==> src/hdl/wlc_pkg.sv <==
// Shared types, constants and helper functions of the window lifter controller.
// No dependencies; the config registers, the core and the top level use this package.
package wlc_pkg;

	localparam int LEVELS   = 10;
	localparam int BAR_BITS = 10;
	localparam int POS_W    = 4;
	localparam int CNT_W    = 16;
	localparam int DIV_W    = 8;
	localparam int CFG_IDX_W  = 3;
	localparam int CFG_DATA_W = 16;

	localparam logic [CFG_IDX_W-1:0] REG_CONTROL_PRESCALE = 3'd0;
	localparam logic [CFG_IDX_W-1:0] REG_SAMPLE_PRESCALE  = 3'd1;
	localparam logic [CFG_IDX_W-1:0] REG_AUTO_THRESHOLD   = 3'd2;
	localparam logic [CFG_IDX_W-1:0] REG_MANUAL_THRESHOLD = 3'd3;
	localparam logic [CFG_IDX_W-1:0] REG_MOVE_PERIOD      = 3'd4;
	localparam logic [CFG_IDX_W-1:0] REG_PINCH_HOLD       = 3'd5;

	localparam logic [1:0] MODE_MANUAL  = 2'd0;
	localparam logic [1:0] MODE_AUTO    = 2'd1;
	localparam logic [1:0] MODE_STANDBY = 2'd2;
	localparam logic [1:0] MODE_PINCH   = 2'd3;

	localparam logic [1:0] DIR_NONE  = 2'd0;
	localparam logic [1:0] DIR_OPEN  = 2'd1;
	localparam logic [1:0] DIR_CLOSE = 2'd2;

	// lamp vector: bit 0 open lamp, bit 1 close lamp
	localparam logic [1:0] LAMP_OFF   = 2'b00;
	localparam logic [1:0] LAMP_OPEN  = 2'b01;
	localparam logic [1:0] LAMP_CLOSE = 2'b10;

	typedef struct packed {
		logic [DIV_W-1:0] control_prescale;
		logic [DIV_W-1:0] sample_prescale;
		logic [CNT_W-1:0] auto_threshold;
		logic [CNT_W-1:0] manual_threshold;
		logic [CNT_W-1:0] move_period;
		logic [CNT_W-1:0] pinch_hold;
	} cfg_t;

	typedef struct packed {
		logic open_button;
		logic close_button;
		logic pinch_button;
	} btn_t;

	typedef struct packed {
		logic [POS_W-1:0]    position;
		logic [BAR_BITS-1:0] bar_leds;
		logic [1:0]          mode;
		logic [1:0]          direction;
		logic [1:0]          lamps;
	} rsl_t;

	function automatic logic [CNT_W-1:0] sat_inc(input logic [CNT_W-1:0] v);
		return (v == {CNT_W{1'b1}}) ? v : v + CNT_W'(1);
	endfunction

endpackage

==> src/hdl/wlc_btn_if.sv <==
// Request channel carrying the three button levels of one base tick.
// Depends on nothing.
interface wlc_btn_if;
	logic valid;
	logic ready;
	logic open_button;
	logic close_button;
	logic pinch_button;

	modport source (output valid, output open_button, output close_button,
		output pinch_button, input ready);
	modport sink (input valid, input open_button, input close_button,
		input pinch_button, output ready);
endinterface

==> src/hdl/wlc_status_if.sv <==
// Result channel carrying window position, LED bar, mode, direction and lamps.
// Depends on nothing.
interface wlc_status_if;
	logic       valid;
	logic       ready;
	logic [3:0] position;
	logic [9:0] bar_leds;
	logic [1:0] mode;
	logic [1:0] direction;
	logic       open_lamp;
	logic       close_lamp;

	modport source (output valid, output position, output bar_leds, output mode,
		output direction, output open_lamp, output close_lamp, input ready);
	modport sink (input valid, input position, input bar_leds, input mode,
		input direction, input open_lamp, input close_lamp, output ready);
endinterface

==> src/hdl/wlc_cfg_regs.sv <==
// Configuration register file: prescalers, mode thresholds, move period, pinch hold.
// Depends on wlc_pkg.
module wlc_cfg_regs (
	input  logic                              clk,
	input  logic                              arst_n,
	input  logic                              we,
	input  logic [wlc_pkg::CFG_IDX_W-1:0]     index,
	input  logic [wlc_pkg::CFG_DATA_W-1:0]    data,
	output wlc_pkg::cfg_t                     cfg
);

	wlc_pkg::cfg_t cfg_q;

	always_ff @(posedge clk or negedge arst_n) begin
		if (!arst_n) begin
			cfg_q.control_prescale <= 8'd2;
			cfg_q.sample_prescale  <= 8'd5;
			cfg_q.auto_threshold   <= 16'd10;
			cfg_q.manual_threshold <= 16'd500;
			cfg_q.move_period      <= 16'd400;
			cfg_q.pinch_hold       <= 16'd5000;
		end else if (we) begin
			unique case (index)
				wlc_pkg::REG_CONTROL_PRESCALE: cfg_q.control_prescale <= data[7:0];
				wlc_pkg::REG_SAMPLE_PRESCALE:  cfg_q.sample_prescale  <= data[7:0];
				wlc_pkg::REG_AUTO_THRESHOLD:   cfg_q.auto_threshold   <= data;
				wlc_pkg::REG_MANUAL_THRESHOLD: cfg_q.manual_threshold <= data;
				wlc_pkg::REG_MOVE_PERIOD:      cfg_q.move_period      <= data;
				wlc_pkg::REG_PINCH_HOLD:       cfg_q.pinch_hold       <= data;
				default: ;
			endcase
		end
	end

	assign cfg = cfg_q;

endmodule

==> src/hdl/wlc_ctrl_core.sv <==
// Controller state and its one-tick update: prescalers, button sample, hold
// counting, mode selection, anti-pinch reversal and position stepping. Uses wlc_pkg.
module wlc_ctrl_core (
	input  logic          clk,
	input  logic          arst_n,
	input  logic          en,
	input  wlc_pkg::btn_t btn,
	input  wlc_pkg::cfg_t cfg,
	output wlc_pkg::rsl_t nxt
);

	logic [wlc_pkg::DIV_W-1:0]    cdiv_q, sdiv_q;
	logic                         seen_q;
	logic [wlc_pkg::CNT_W-1:0]    hold_q, move_q, pinch_q;
	logic [1:0]                   mode_q, dir_q, lamp_q;
	logic [wlc_pkg::POS_W-1:0]    pos_q;
	logic [wlc_pkg::BAR_BITS-1:0] bar_q;

	logic [wlc_pkg::DIV_W-1:0]    cdiv_inc, sdiv_inc, cdiv_d, sdiv_d;
	logic                         ctick, stick, seen_d;
	logic [wlc_pkg::CNT_W-1:0]    hold_d, move_d, pinch_d, move_inc;
	logic [1:0]                   mode_d, dir_d, lamp_d;
	logic [wlc_pkg::POS_W-1:0]    pos_d;
	logic [wlc_pkg::BAR_BITS-1:0] bar_d, bar_bit;
	logic                         do_bar, do_step;

	assign cdiv_inc = cdiv_q + wlc_pkg::DIV_W'(1);
	assign sdiv_inc = sdiv_q + wlc_pkg::DIV_W'(1);
	assign ctick    = (cdiv_inc == cfg.control_prescale);
	assign stick    = (sdiv_inc == cfg.sample_prescale);
	assign cdiv_d   = ctick ? '0 : cdiv_inc;
	assign sdiv_d   = stick ? '0 : sdiv_inc;
	assign seen_d   = stick ? (btn.open_button | btn.close_button | btn.pinch_button)
		: seen_q;
	assign move_inc = wlc_pkg::sat_inc(move_q);
	assign bar_bit  = wlc_pkg::BAR_BITS'(1) << (pos_q - wlc_pkg::POS_W'(1));

	always_comb begin
		hold_d  = hold_q;
		move_d  = move_q;
		pinch_d = pinch_q;
		mode_d  = mode_q;
		dir_d   = dir_q;
		lamp_d  = lamp_q;
		pos_d   = pos_q;
		bar_d   = bar_q;
		do_bar  = 1'b0;
		do_step = 1'b0;
		if (ctick) begin
			move_d = move_inc;
			if (mode_q != wlc_pkg::MODE_PINCH && seen_q) begin
				if (btn.open_button) begin
					hold_d = wlc_pkg::sat_inc(hold_q);
					dir_d  = wlc_pkg::DIR_OPEN;
					lamp_d = wlc_pkg::LAMP_OPEN;
				end else if (btn.close_button) begin
					hold_d = wlc_pkg::sat_inc(hold_q);
					dir_d  = wlc_pkg::DIR_CLOSE;
					lamp_d = wlc_pkg::LAMP_CLOSE;
				end else if (btn.pinch_button) begin
					if (dir_q == wlc_pkg::DIR_CLOSE) begin
						hold_d  = '0;
						pinch_d = '0;
						mode_d  = wlc_pkg::MODE_PINCH;
						dir_d   = wlc_pkg::DIR_OPEN;
						lamp_d  = wlc_pkg::LAMP_OPEN;
					end
				end else begin
					hold_d = '0;
				end
			end
			if (mode_d == wlc_pkg::MODE_PINCH) begin
				pinch_d = wlc_pkg::sat_inc(pinch_d);
			end else if (hold_d >= cfg.auto_threshold && hold_d < cfg.manual_threshold) begin
				mode_d = wlc_pkg::MODE_AUTO;
			end else if (hold_d >= cfg.manual_threshold) begin
				mode_d = wlc_pkg::MODE_MANUAL;
				lamp_d = wlc_pkg::LAMP_OFF;
			end
			if (move_inc >= cfg.move_period) begin
				move_d = '0;
				case (mode_d)
					wlc_pkg::MODE_MANUAL: begin
						do_bar = 1'b1;
						if (seen_q) do_step = 1'b1;
						else mode_d = wlc_pkg::MODE_STANDBY;
					end
					wlc_pkg::MODE_AUTO: begin
						do_bar  = 1'b1;
						do_step = 1'b1;
					end
					wlc_pkg::MODE_PINCH: begin
						do_bar  = 1'b1;
						do_step = 1'b1;
						if (pinch_d >= cfg.pinch_hold) mode_d = wlc_pkg::MODE_STANDBY;
					end
					default: ;
				endcase
				// bar bit exists only for levels 1 .. BAR_BITS
				if (do_bar && pos_q >= wlc_pkg::POS_W'(1)
						&& pos_q <= wlc_pkg::POS_W'(wlc_pkg::BAR_BITS)) begin
					if (dir_d == wlc_pkg::DIR_OPEN) bar_d = bar_q & ~bar_bit;
					else if (dir_d == wlc_pkg::DIR_CLOSE) bar_d = bar_q | bar_bit;
				end
				if (do_step) begin
					if (dir_d == wlc_pkg::DIR_OPEN) begin
						if (pos_q < wlc_pkg::POS_W'(wlc_pkg::LEVELS))
							pos_d = pos_q + wlc_pkg::POS_W'(1);
						else
							lamp_d = wlc_pkg::LAMP_OFF;
					end else if (dir_d == wlc_pkg::DIR_CLOSE) begin
						if (pos_q > wlc_pkg::POS_W'(1))
							pos_d = pos_q - wlc_pkg::POS_W'(1);
						else
							lamp_d = wlc_pkg::LAMP_OFF;
					end
				end
			end
		end
	end

	always_ff @(posedge clk or negedge arst_n) begin
		if (!arst_n) begin
			cdiv_q  <= '0;
			sdiv_q  <= '0;
			seen_q  <= 1'b0;
			hold_q  <= '0;
			move_q  <= '0;
			pinch_q <= '0;
			mode_q  <= wlc_pkg::MODE_STANDBY;
			dir_q   <= wlc_pkg::DIR_NONE;
			lamp_q  <= wlc_pkg::LAMP_OFF;
			pos_q   <= wlc_pkg::POS_W'(1);
			bar_q   <= '0;
		end else if (en) begin
			cdiv_q  <= cdiv_d;
			sdiv_q  <= sdiv_d;
			seen_q  <= seen_d;
			hold_q  <= hold_d;
			move_q  <= move_d;
			pinch_q <= pinch_d;
			mode_q  <= mode_d;
			dir_q   <= dir_d;
			lamp_q  <= lamp_d;
			pos_q   <= pos_d;
			bar_q   <= bar_d;
		end
	end

	assign nxt.position  = pos_d;
	assign nxt.bar_leds  = bar_d;
	assign nxt.mode      = mode_d;
	assign nxt.direction = dir_d;
	assign nxt.lamps     = lamp_d;

endmodule

==> src/hdl/window_lifter_controller_unit.sv <==
// Window lifter controller with anti-pinch reversal, top level.
// Usage:
//   buttons : one request per base tick with the open, close and pinch levels.
//   status  : one result per request: position, LED bar, mode, direction, lamps.
//   cfg_we/cfg_index/cfg_data : register writes, only while the block is idle.
// Path: an accepted request is taken into the input register, then the state update
// is written into the result register, from which the result is shown on status.
// Throughput: one request per clock unless the pipe stalls; the state update is
// combinational compare and counter logic in the core.
// Stall: when status is valid and not taken, the whole pipe holds and
// buttons.ready drops; nothing is lost or repeated.
// Reset: arst_n clears both pipe stages and puts the controller in standby,
// position 1, bar and lamps off, registers at their defaults.
// Depends on wlc_pkg, wlc_btn_if, wlc_status_if, wlc_cfg_regs, wlc_ctrl_core.
module window_lifter_controller_unit (
	input  logic                           clk,
	input  logic                           arst_n,
	wlc_btn_if.sink                        buttons,
	wlc_status_if.source                   status,
	input  logic                           cfg_we,
	input  logic [wlc_pkg::CFG_IDX_W-1:0]  cfg_index,
	input  logic [wlc_pkg::CFG_DATA_W-1:0] cfg_data
);

	wlc_pkg::cfg_t cfg;
	wlc_pkg::btn_t btn_s1;
	wlc_pkg::rsl_t nxt, rsl_s2;
	logic          vld_s1, vld_s2, adv;

	assign adv           = !vld_s2 || status.ready;
	assign buttons.ready = adv;

	wlc_cfg_regs u_cfg (
		.clk    (clk),
		.arst_n (arst_n),
		.we     (cfg_we),
		.index  (cfg_index),
		.data   (cfg_data),
		.cfg    (cfg)
	);

	wlc_ctrl_core u_core (
		.clk    (clk),
		.arst_n (arst_n),
		.en     (vld_s1 && adv),
		.btn    (btn_s1),
		.cfg    (cfg),
		.nxt    (nxt)
	);

	always_ff @(posedge clk or negedge arst_n) begin
		if (!arst_n) begin
			vld_s1 <= 1'b0;
			vld_s2 <= 1'b0;
		end else if (adv) begin
			vld_s1 <= buttons.valid;
			vld_s2 <= vld_s1;
		end
	end

	always_ff @(posedge clk) begin
		if (adv) begin
			btn_s1.open_button  <= buttons.open_button;
			btn_s1.close_button <= buttons.close_button;
			btn_s1.pinch_button <= buttons.pinch_button;
			rsl_s2              <= nxt;
		end
	end

	assign status.valid      = vld_s2;
	assign status.position   = rsl_s2.position;
	assign status.bar_leds   = rsl_s2.bar_leds;
	assign status.mode       = rsl_s2.mode;
	assign status.direction  = rsl_s2.direction;
	assign status.open_lamp  = rsl_s2.lamps[0];
	assign status.close_lamp = rsl_s2.lamps[1];

endmodule
==> src/flat_wrapper.sv <==
// flat-port wrapper written by rule: the top's interface ports become plain ports
module window_lifter_controller_unit_flat 
  (clk, arst_n, cfg_we, cfg_index, cfg_data, buttons_valid, buttons_open_button, buttons_close_button, buttons_pinch_button, buttons_ready, status_valid, status_position, status_bar_leds, status_mode, status_direction, status_open_lamp, status_close_lamp, status_ready);
  wlc_btn_if buttons_i ();
  wlc_status_if status_i ();
  input  logic clk;
  input  logic arst_n;
  input  logic cfg_we;
  input  logic [wlc_pkg::CFG_IDX_W-1:0] cfg_index;
  input  logic [wlc_pkg::CFG_DATA_W-1:0] cfg_data;
  input wire logic [$bits(buttons_i.valid)-1:0] buttons_valid;
  input wire logic [$bits(buttons_i.open_button)-1:0] buttons_open_button;
  input wire logic [$bits(buttons_i.close_button)-1:0] buttons_close_button;
  input wire logic [$bits(buttons_i.pinch_button)-1:0] buttons_pinch_button;
  output wire logic [$bits(buttons_i.ready)-1:0] buttons_ready;
  output wire logic [$bits(status_i.valid)-1:0] status_valid;
  output wire logic [$bits(status_i.position)-1:0] status_position;
  output wire logic [$bits(status_i.bar_leds)-1:0] status_bar_leds;
  output wire logic [$bits(status_i.mode)-1:0] status_mode;
  output wire logic [$bits(status_i.direction)-1:0] status_direction;
  output wire logic [$bits(status_i.open_lamp)-1:0] status_open_lamp;
  output wire logic [$bits(status_i.close_lamp)-1:0] status_close_lamp;
  input wire logic [$bits(status_i.ready)-1:0] status_ready;
  assign buttons_i.valid = buttons_valid;
  assign buttons_i.open_button = buttons_open_button;
  assign buttons_i.close_button = buttons_close_button;
  assign buttons_i.pinch_button = buttons_pinch_button;
  assign buttons_ready = buttons_i.ready;
  assign status_valid = status_i.valid;
  assign status_position = status_i.position;
  assign status_bar_leds = status_i.bar_leds;
  assign status_mode = status_i.mode;
  assign status_direction = status_i.direction;
  assign status_open_lamp = status_i.open_lamp;
  assign status_close_lamp = status_i.close_lamp;
  assign status_i.ready = status_ready;
  window_lifter_controller_unit u_core (.clk(clk), .arst_n(arst_n), .buttons(buttons_i), .status(status_i), .cfg_we(cfg_we), .cfg_index(cfg_index), .cfg_data(cfg_data));
endmodule
==> config.mk <==
export PLATFORM = sky130hd
export DESIGN_NAME = window_lifter_controller_unit_flat
export DESIGN_NICKNAME = d
export VERILOG_FILES = /design/src/hdl/wlc_pkg.sv /design/src/hdl/wlc_btn_if.sv /design/src/hdl/wlc_status_if.sv /design/src/hdl/wlc_cfg_regs.sv /design/src/hdl/wlc_ctrl_core.sv /design/src/hdl/window_lifter_controller_unit.sv /design/src/flat_wrapper.sv
export SDC_FILE = /design/constraint.sdc
export NUM_CORES = 1
export LEC_CHECK = 0
export ABC_AREA = 0
export BUFFER_PORTS_ARGS = -buffer_cell sky130_fd_sc_hd__buf_4
export CORE_MARGIN = 8
export CORE_UTILIZATION = 60
export CTS_CLUSTER_SIZE = 28
export DETAILED_ROUTE_END_ITERATION = 12
export GPL_TIMING_DRIVEN = 1
export MAX_ROUTING_LAYER = met4
export PLACE_DENSITY_LB_ADDON = 0.05
export SYNTH_ARGS = -nofsm -noshare
export SYNTH_HDL_FRONTEND = slang
export SYNTH_HIERARCHICAL = 1
export SYNTH_SLANG_ARGS = --single-unit
==> constraint.sdc <==
create_clock -name clk -period 12.7 [get_ports clk]
set_clock_uncertainty 0.15 [all_clocks]
set_input_delay 2.54 -clock clk [delete_from_list [all_inputs] [get_ports clk]]
set_output_delay 2.54 -clock clk [all_outputs]
set_load 0.1 [all_outputs]
==> impl_metrics.json <==
{
  "wl_per_cell_um": 18.1,
  "r2r_cells": 15,
  "holdBufCountCts": 0,
  "dp.final_hpwl_um": 19000,
  "syn_inst": 1179,
  "synth_top_area_share_pct": 31.1,
  "ctsResizeCount": 0,
  "status": "complete, no violations",
  "clockRootBuffer": "clkbuf_16",
  "register_area_um2": 4900,
  "rsz0062_at_grt": "false",
  "ys_ff_latch": 190,
  "overflow": 0,
  "post_cts_buffers": 0,
  "cts_buffer_depth": 2,
  "clkSinkCount": 190,
  "cp.arrival_ns": 3.33,
  "syn2layout_area_growth_pct": 9.15,
  "antenna_found_initial": 0,
  "hold_class": "register to register",
  "port_buffers": 48,
  "die_h_um": 156,
  "hold_viol": 0,
  "start_util_pct": 60.8,
  "viasPerCell": 6.00,
  "die_w_um": 156,
  "grt_use_total_pct": 23.6,
  "grt_pass1_wl_um": 44600,
  "endpoint_kind": "primary output",
  "synth_area_um2": 11700,
  "crit_type": "input port to primary output",
  "nets": 1307,
  "first_iter_violations": 468,
  "maxCapViolations": 0,
  "leakage_nw": 5.87,
  "synth-main-ff-cell": "dfrtp_1",
  "cts.clk_slew.worst_paths_ns": 0.07,
  "grt_max_degree": 108,
  "diodes": 0,
  "path_delay_family": "buffers and inverters",
  "drv_slew": 0,
  "crit_buf_inv": 2,
  "yosysUniqueCellTypes": 94,
  "ir_drop_mv": 0.0939,
  "cts_htree_levels": 4,
  "clock.fmax_mhz": 166,
  "yosysWarnings": 6,
  "synth.avg_cell_area_um2": 9.96,
  "synth.area.top_cells": "dfrtp_1 31%, mux2_2 8.7%, ha_1 8.0%",
  "final_antenna_net_count": 0,
  "worst_slew_pin_slew_ns": 1.16,
  "async_flop_share_pct": 87.9,
  "ys_seq_area_share_pct": 41.7,
  "critPathMostFrequentCell": "buf_4",
  "path_depth": 3,
  "vias": 8900,
  "max_slew_margin_pct": 22.5,
  "fin_cells": 1483,
  "path_cells": "buf_4, nand2b_4, buf_4",
  "placedCellCount": 1451,
  "first_global_vias": 8626,
  "fp.dieArea_um2": 24300,
  "fin_crit_ns": 6.02,
  "core-area_um2": 19300,
  "tritoncts": "built",
  "hold_depth": 1,
  "fin_tns_setup_ns": 0,
  "nFillCells": 1603,
  "critPathRequiredTime_ns": 10.01,
  "crit_slowest_cell": "buf_4",
  "cp_slowest_stage_delay_ns": 0.36,
  "netlist.top_cell.by_area": "dfrtp_1",
  "synth-edff-count": 23,
  "power_density_nw_per_um2": 141,
  "drc_errors": 0,
  "dr.pass1.iters": 7,
  "crit_fanout": 27,
  "io-pin-count": 49,
  "drive_gt1_share_pct": 19.4,
  "syn_nets": 1281,
  "finalSetupViolations": 0,
  "p_total_mw": 1.80,
  "gp_congestion": 0.858,
  "rows": 51,
  "critPathLaunchType": "input port",
  "cts_buffers": 17,
  "routed_wl_um": 26800,
  "multi_input_area_um2": 6330,
  "insertion_delay_ns": 0.44,
  "finalCritPeriodShare_pct": 47.4
}
==> layer usage <==
metal | part of all wire (%) | track usage (%) | up-vias | wire (um)
li1 | - | - | 4348 | -
met1 | 47 | 31.7 | 4357 | 12700
met2 | 47 | 37.1 | 179 | 12700
met3 | 4.4 | 3.99 | 16 | 1180
met4 | 0.85 | 4.81 | 0 | 227
met5 | 0 | - | - | 0
==> final timing paths <==
| path | start | slack [ns] | to |
|---|---|---|---|
| worst max register to register | u_core/u_core/mode_q[0] | 7.17 | u_core/status.bar_leds[8] |
| worst min register to register | u_core/vld_s1 | 0.33 | u_core/status.valid |
| worst min-delay path | u_core/vld_s1 | 0.33 | u_core/status.valid |
| min in group asynchronous | arst_n | 2.06 | u_core/u_core/move_q[14] |
| max in group asynchronous | arst_n | 8.97 | u_core/u_core/sdiv_q[6] |
| worst max-delay path | status_ready | 6.68 | buttons_ready |
==> state kept, by name, summed over array words and instances (netlist names), 3 cells and up <==
signal,count
u_core/u_cfg/cfg,80
u_core/u_core/move_q,16
u_core/status.position,4
u_core/u_core/sdiv_q,8
u_core/u_core/pinch_q,16
u_core/u_core/cdiv_q,8
u_core/u_core/bar_q,10
u_core/status.bar_leds,10
u_core/btn_s1,3
u_core/u_core/pos_q,4
u_core/u_core/hold_q,16
==> cells in the mapped netlist (all sizes together) (4+ instances only) <==
master and number:
a2111oi 4, a211oi 7, a21o 13, a21oi 55
a22o 5, a22oi 4, a31oi 34, a41oi 12
and2 11, and3 30, and4 7, buf 26
clkbuf 20, dfrtp 146, dfstp 21, edfxtp 23
ha 75, inv 76, mux2 98, mux2i 8
nand2 132, nand2b 11, nand3 38, nand4 19
nor2 63, nor2b 9, nor3 15, o211ai 6
o21ai 76, o2bb2ai 5, o31ai 16, or2 5
or3 6, xnor2 25, xor2 23
==> cell families (layout without fill, tap and decap cells) <==
family	after synthesis	after routing	synth area share, %
XOR/XNOR	48	48	3.64
buffers and inverters	122	161	4.67
flip-flops	190	190	41.7
AO/OA/AOI/OAI	273	273	15.6
adder cells (fa/ha/maj)	75	75	7.99
multiplexers	106	106	10.2
AND/OR/NAND/NOR	365	365	16.2
==> report_power, final <==
| group | total (mW) | switching [mW] | leakage [nW] | internal, mW |
|---|---|---|---|---|
| Combinational | 0.482 | 0.295 | 3.23 | 0.187 |
| Sequential | 0.799 | 0.0812 | 2.35 | 0.718 |
| Clock | 0.521 | 0.259 | 0.280 | 0.262 |
==> stage by stage <==
stage / util (%) / hold WS (ns) / worst slack (ns) / area [um2]
after CTS: 66.3 / 0.333 / 6.66 / 12800
after global placement: 63.3 / 0.309 / 6.68 / 12200
after global routing: 66.3 / 0.349 / 6.61 / 12800
final: 66.3 / 0.331 / 6.68 / 12800
after detailed placement: 63.3 / 0.319 / 6.66 / 12200
after floorplan: - / 0.296 / 7.02 / 11700
==> worst reg2reg max path, cell delays in order, from the launching register on <==
cell and delay [ns]:
dfrtp_1 0.48, a21boi_2 0.44, nand2_1 0.33, nor2_1 0.51
nand3_1 0.24, o211ai_1 0.21, o31ai_1 0.15, ha_1 0.30
nand4_1 0.10, or4_1 0.56, a31oi_1 0.40, nor3_1 0.15
nand3_1 0.19, o2111ai_1 0.16, nor2_1 0.72, a21oi_1 0.18
==> cells in the final DEF (no fill, tap or decap), drive strengths merged, types with 25 or more instances in the layout <==
cell type  count
a21oi         55
o21ai         76
nand2        132
dfrtp        146
a31oi         34
inv           83
nor2          63
ha            75
nand3         38
xnor2         25
mux2          98
and3          30
buf           53
==> area by class of cell <==
| type | count | share of cell area [%] |
|---|---|---|
| multi-input cells | 867 | 49.4 |
| flip-flops and latches | 190 | 38.2 |
| clock buffers | 18 | 3.35 |
| repair buffers | 53 | 3.13 |
| well taps | 265 | 2.59 |
| clock inverters | 14 | 1.15 |
| inverters | 76 | 2.23 |
(Power assumes the default switching activity.)
